<file path="src/vau_pkg.sv">
// ----------------------------------------------------------------------------
// vau_pkg: shared types and helpers for the 3D vector unit
// Fixed-point widths, action codes, stage payload structs, round and saturate.
// ----------------------------------------------------------------------------
package vau_pkg;

	localparam int W    = 32;          // word width
	localparam int F    = 16;          // fraction bits
	localparam int OPW  = W + 1;       // multiplier operand (holds a-b)
	localparam int PW   = 2 * OPW;     // product width
	localparam int SUMW = PW + 2;      // sum of three products
	localparam int RW   = OPW;         // square root width, one bit per stage
	localparam int REMW = PW + 2;      // square root remainder
	localparam int NUMW = W + F + 2;   // normalise dividend
	localparam int DW   = W + 1;       // normalise divisor (2 * length)
	localparam int QB   = W - 1;       // quotient bits below saturation
	localparam int CW   = DW + QB;     // divider compare width
	localparam int THRW = W - 1;       // threshold register width
	localparam int QDEPTH = 2;
	localparam int QPW    = $clog2(QDEPTH);
	localparam int QCW    = $clog2(QDEPTH + 1);
	localparam int IN_DW  = 7 * W;
	localparam int OUT_DW = 4 * W;

	typedef logic signed [W-1:0]   word_t;
	typedef logic signed [OPW-1:0] opw_t;
	typedef logic [3:0]            act_t;

	localparam act_t ACT_ADD   = 4'd0;
	localparam act_t ACT_SUB   = 4'd1;
	localparam act_t ACT_MUL   = 4'd2;
	localparam act_t ACT_SCALE = 4'd3;
	localparam act_t ACT_DOT   = 4'd4;
	localparam act_t ACT_CROSS = 4'd5;
	localparam act_t ACT_LEN   = 4'd6;
	localparam act_t ACT_DIST  = 4'd7;
	localparam act_t ACT_NORM  = 4'd8;
	localparam act_t ACT_MID   = 4'd9;

	localparam word_t SMAX = {1'b0, {(W-1){1'b1}}};
	localparam word_t SMIN = {1'b1, {(W-1){1'b0}}};
	localparam logic signed [SUMW-1:0] HALF = SUMW'(1) << (F - 1);

	// results and flags as known so far, carried down the pipeline
	typedef struct packed {
		act_t        act;
		word_t [2:0] a;
		word_t [2:0] rv;
		word_t       so;
		logic        ovf;
	} side_t;

	typedef struct packed {
		side_t       side;
		opw_t  [5:0] op_a;
		opw_t  [5:0] op_b;
	} front_item_t;

	typedef struct packed {
		side_t            side;
		logic [REMW-1:0]  rem;
		logic [RW-1:0]    r;
	} sq_t;

	typedef struct packed {
		side_t                 side;
		word_t                 len;
		logic                  lovf;
		logic                  scaled;
		logic [DW-1:0]         d;
		logic [2:0][NUMW-1:0]  rem;
		logic [2:0][QB-1:0]    q;
		logic [2:0]            dovf;
	} dv_t;

	typedef struct packed {
		word_t v;
		logic  o;
	} sat_t;

	function automatic sat_t sat_word(input logic signed [SUMW-1:0] x);
		sat_t s;
		s.o = !(&x[SUMW-1:W-1]) && (|x[SUMW-1:W-1]);
		s.v = s.o ? (x[SUMW-1] ? SMIN : SMAX) : x[W-1:0];
		return s;
	endfunction

	// round to nearest, ties up, then drop the fraction
	function automatic logic signed [SUMW-1:0] rnd_shift(input logic signed [SUMW-1:0] x);
		return (x + HALF) >>> F;
	endfunction

endpackage

</file>
<file path="src/vau_queue.sv">
// ----------------------------------------------------------------------------
// vau_queue: small FIFO between front and back
// Lets the intake keep taking requests while the back end is stalled, until full.
// ----------------------------------------------------------------------------
module vau_queue (
	input  logic                  clk,
	input  logic                  arst_n,
	input  logic                  in_valid,
	output logic                  in_ready,
	input  vau_pkg::front_item_t  in_item,
	output logic                  out_valid,
	input  logic                  out_ready,
	output vau_pkg::front_item_t  out_item
);

	vau_pkg::front_item_t       mem_q [vau_pkg::QDEPTH];
	logic [vau_pkg::QPW-1:0]    wr_q;
	logic [vau_pkg::QPW-1:0]    rd_q;
	logic [vau_pkg::QCW-1:0]    count_q;
	logic                       push;
	logic                       pop;

	assign in_ready  = count_q != vau_pkg::QCW'(vau_pkg::QDEPTH);
	assign out_valid = count_q != '0;
	assign out_item  = mem_q[rd_q];
	assign push      = in_valid && in_ready;
	assign pop       = out_valid && out_ready;

	always_ff @(posedge clk or negedge arst_n) begin
		if (!arst_n) begin
			wr_q    <= '0;
			rd_q    <= '0;
			count_q <= '0;
		end else begin
			if (push) wr_q <= wr_q + 1'b1;
			if (pop)  rd_q <= rd_q + 1'b1;
			count_q <= count_q + vau_pkg::QCW'(push) - vau_pkg::QCW'(pop);
		end
	end

	always_ff @(posedge clk) begin
		if (push) begin
			mem_q[wr_q] <= in_item;
		end
	end

	a_q_count: assert property (@(posedge clk) disable iff (!arst_n)
		count_q <= vau_pkg::QCW'(vau_pkg::QDEPTH))
		else $error("queue count beyond depth");

endmodule

</file>
<file path="config.mk">
export PLATFORM = sky130hd
export DESIGN_NAME = vau_queue
export DESIGN_NICKNAME = d
export VERILOG_FILES = /design/src/vau_pkg.sv /design/src/vau_queue.sv
export SDC_FILE = /design/constraint.sdc
export NUM_CORES = 1
export LEC_CHECK = 0
export BUFFER_PORTS_ARGS = -buffer_cell sky130_fd_sc_hd__buf_2
export CAP_MARGIN = 20
export CORE_AREA = 8 8 481 483
export CTS_BUF_LIST = sky130_fd_sc_hd__clkbuf_4 sky130_fd_sc_hd__clkbuf_8
export DETAILED_ROUTE_END_ITERATION = 6
export DIE_AREA = 0 0 489 491
export GPL_ROUTABILITY_DRIVEN = 0
export GPL_TIMING_DRIVEN = 0
export PLACE_DENSITY = 0.46
export SLEW_MARGIN = 20
export SYNTH_ARGS = -nofsm -noshare
export SYNTH_HDL_FRONTEND = slang
export SYNTH_SLANG_ARGS = --single-unit
</file>
<file path="constraint.sdc">
create_clock -name clk -period 35.9 [get_ports clk]
set_input_delay 3.59 -clock clk [delete_from_list [all_inputs] [get_ports clk]]
set_output_delay 3.59 -clock clk [all_outputs]
set_load 0.05 [all_outputs]
</file>
==> out/results.ini <==
[status]
status = finished, final reports clean

[clock_network]
post_cts_resized = 0
clock_sinks = 1254
cts_setup_buffers = 0
cts-hold-fix-buffers = 0
cts-root-buf = clkbuf_8
cts_buffer_depth = 3
cts_tree = done
cts_buffers = 219
h-tree-depth = 4
clk_pin_slew_ns = 0.06
clk_latency_ns = 0.91

[floorplan]
pin_count = 1256
rows = 174
die_h_um = 491
die_width_um = 489
die_area_um2 = 240000
coreArea_um2 = 224000
start_util_pct = 20.5

[critical_path]
critPathKind = register to output pin
path_cells = buf_2, buf_2, buf_2, mux2_2, buf_2
r2r_slack_ns = 32.89
crit_cells = 5
cp_top_family = buffers and inverters
critPathRequiredTime_ns = 32.31
rr_worst_depth = 12
critPathLaunchType = register
crit_path_start = rd_q
reg2reg_from = count_q[0]
path_common_cell = buf_2
cp-endpoint = out_item[139]
cp.arrival_ns = 3.35
worstPathMaxFanout = 10
critPathMaxStageDelay_ns = 0.56
reg2reg_to = mem_q[0][126]
end_kind = output pin
path_buf_inv = 4
crit_slowest_cell = buf_2

[synthesis]
synth_fp_nets = 2597
synth_area_um2 = 45800
synth_area_per_cell_um2 = 23.3
ys_ff_latch = 1254
yosysUniqueCellTypes = 19
syn_inst = 1967
ys_seq_area_share_pct = 82.2
synth_warnings = 0

[placed_design]
io_buffers = 1255
placedCellCount = 6265
dpl.hpwl_mm = 132
dp_slack_ns = 29.66

[route]
via_per_inst = 3.77
drt_first_iter_violations = 1425
wl_mm = 168
drcViolationCount = 0
wl_per_cell_um = 25.1
antenna_left = 0
firstDrtPassIters = 5
vias = 25300

[timing]
min_period_ns = 6.94
rsz0062_at_grt = false
fmaxAchievable_mhz = 144
setup_viol = 0
skew_ns = 0.0463
worst_pin_slew_ns = 0.650
worst_slack_ns = 28.96
slew_viol_final = 0
period_share_pct = 19.3
hold_viol_final = 0
maxSlewHeadroom_pct = 56.7

[global_route]
antenna_found_initial = 128
first_global_vias = 26500
grt_pass1_wl_mm = 221
grt_start_max_net_pins = 48
grt_usage_pct = 13.2
grt_overflow_total = 0

[power]
fin_total_pwr_mw = 6.06
ir_drop_mv = 0.0547
powerDensity_nw_per_um2 = 98.7
p_leak_nw = 22.8

[run]
drv_cap = 0

[finish]
drive_gt1_share_pct = 64.0
syn2layout_area_growth_pct = 34.0
final_net_count = 4124
fill_cells = 22800
finish.cell_count_without_fillers = 6695

[hold_path]
hold_class = register to register
worstHoldStart = wr_q

worst min-delay path by stage:
stage / end / slack (ns) / depth (start not counted)
global route: wr_q / 0.60 / 1
floorplan: wr_q / 0.46 / 1
finish: wr_q / 0.56 / 1
detailed placement: wr_q / 0.56 / 1
CTS: wr_q / 0.56 / 1
global placement: wr_q / 0.47 / 1
per-layer routing:
metal / GRT usage, % / routed length (um)
met5: 0 / 620
met4: 3.26 / 3650
met3: 7.05 / 20200
met2: 22.9 / 82500
met1: 14.1 / 60800
cell usage after synthesis:
cell	count	area share, %
ha_1	1	0.027
nor2_1	3	0.025
buf_6	17	0.42
nor2b_1	1	0.014
a211oi_1	1	0.016
edfxtp_1	1250	82
a32oi_1	1	0.019
or2_2	1	0.014
nand2_1	2	0.016
dfrtp_1	4	0.22
o21ai_0	1	0.011
and3_1	1	0.014
nand3_1	1	0.011
xnor2_1	3	0.057
mux2_4	140	4.6
mux2_2	485	12
a21bo_2	1	0.022
buf_2	53	0.58
nand2b_1	1	0.014
area by class of cell:
type / count / area [um2] / area share [%]
sequential: 1254 / 37600 / 61.4
multi-input combinational: 643 / 7690 / 12.5
timing repair buffer: 1306 / 7470 / 12.2
tap: 2992 / 3740 / 6.10
clock buffer: 305 / 3680 / 6.00
clock inverter: 91 / 562 / 0.916
buffer: 70 / 457 / 0.745
antenna: 34 / 85.1 / 0.139
power breakdown:
part	leakage (nW)	total, mW	internal [mW]	switching, mW
Combinational	8.86	2.72	0.733	1.99
Clock	2.25	1.28	0.684	0.596
Sequential	11.7	2.05	1.99	0.0597
Total	22.8	6.06	3.41	2.65
cell usage in the layout (no fill, tap or decap), drive strengths merged:
cell      instances
a211oi            1
a21bo             1
a32oi             1
and3              1
buf            1376
bufinv            3
clkbuf          305
clkinv           76
clkinvlp          3
dfrtp             4
diode            34
edfxtp         1250
ha                1
inv               9
mux2            625
nand2             2
nand2b            1
nand3             1
nor2              3
nor2b             1
o21ai             1
or2               1
xnor2             3
sequential cells by signal, summed over array words and instances, names as in the netlist:
register	count
wr_q	1
count_q	2
rd_q	1
mem_q	1250
kinds of logic after synthesis:
family                     after synthesis  share of synthesized area, %
xor gates and xnor gates                 3                        0.0574
adders and majority gates                1                        0.0273
DFF                                   1254                          82.2
and+or+nand+nor                         10                         0.107
AOI/OAI and AO/OA                        4                        0.0683
muxes                                  625                          16.5
buffers and inverters                   70                         0.998
through the flow:
| step | hold slack (ns) | TNS [ns] | util, % | cell area, um2 |
|---|---|---|---|---|
| after CTS | 0.564 | 0 | 27.4 | 61200 |
| after global placement | 0.475 | -9705.92 | 25.0 | 55800 |
| after floorplan | 0.460 | 0 | - | 45800 |
| final | 0.564 | 0 | 27.4 | 61300 |
| after global routing | 0.605 | 0 | 27.4 | 61300 |
| after detailed placement | 0.557 | 0 | 25.5 | 57000 |
Note: power is estimated with default switching activity, not from simulation.
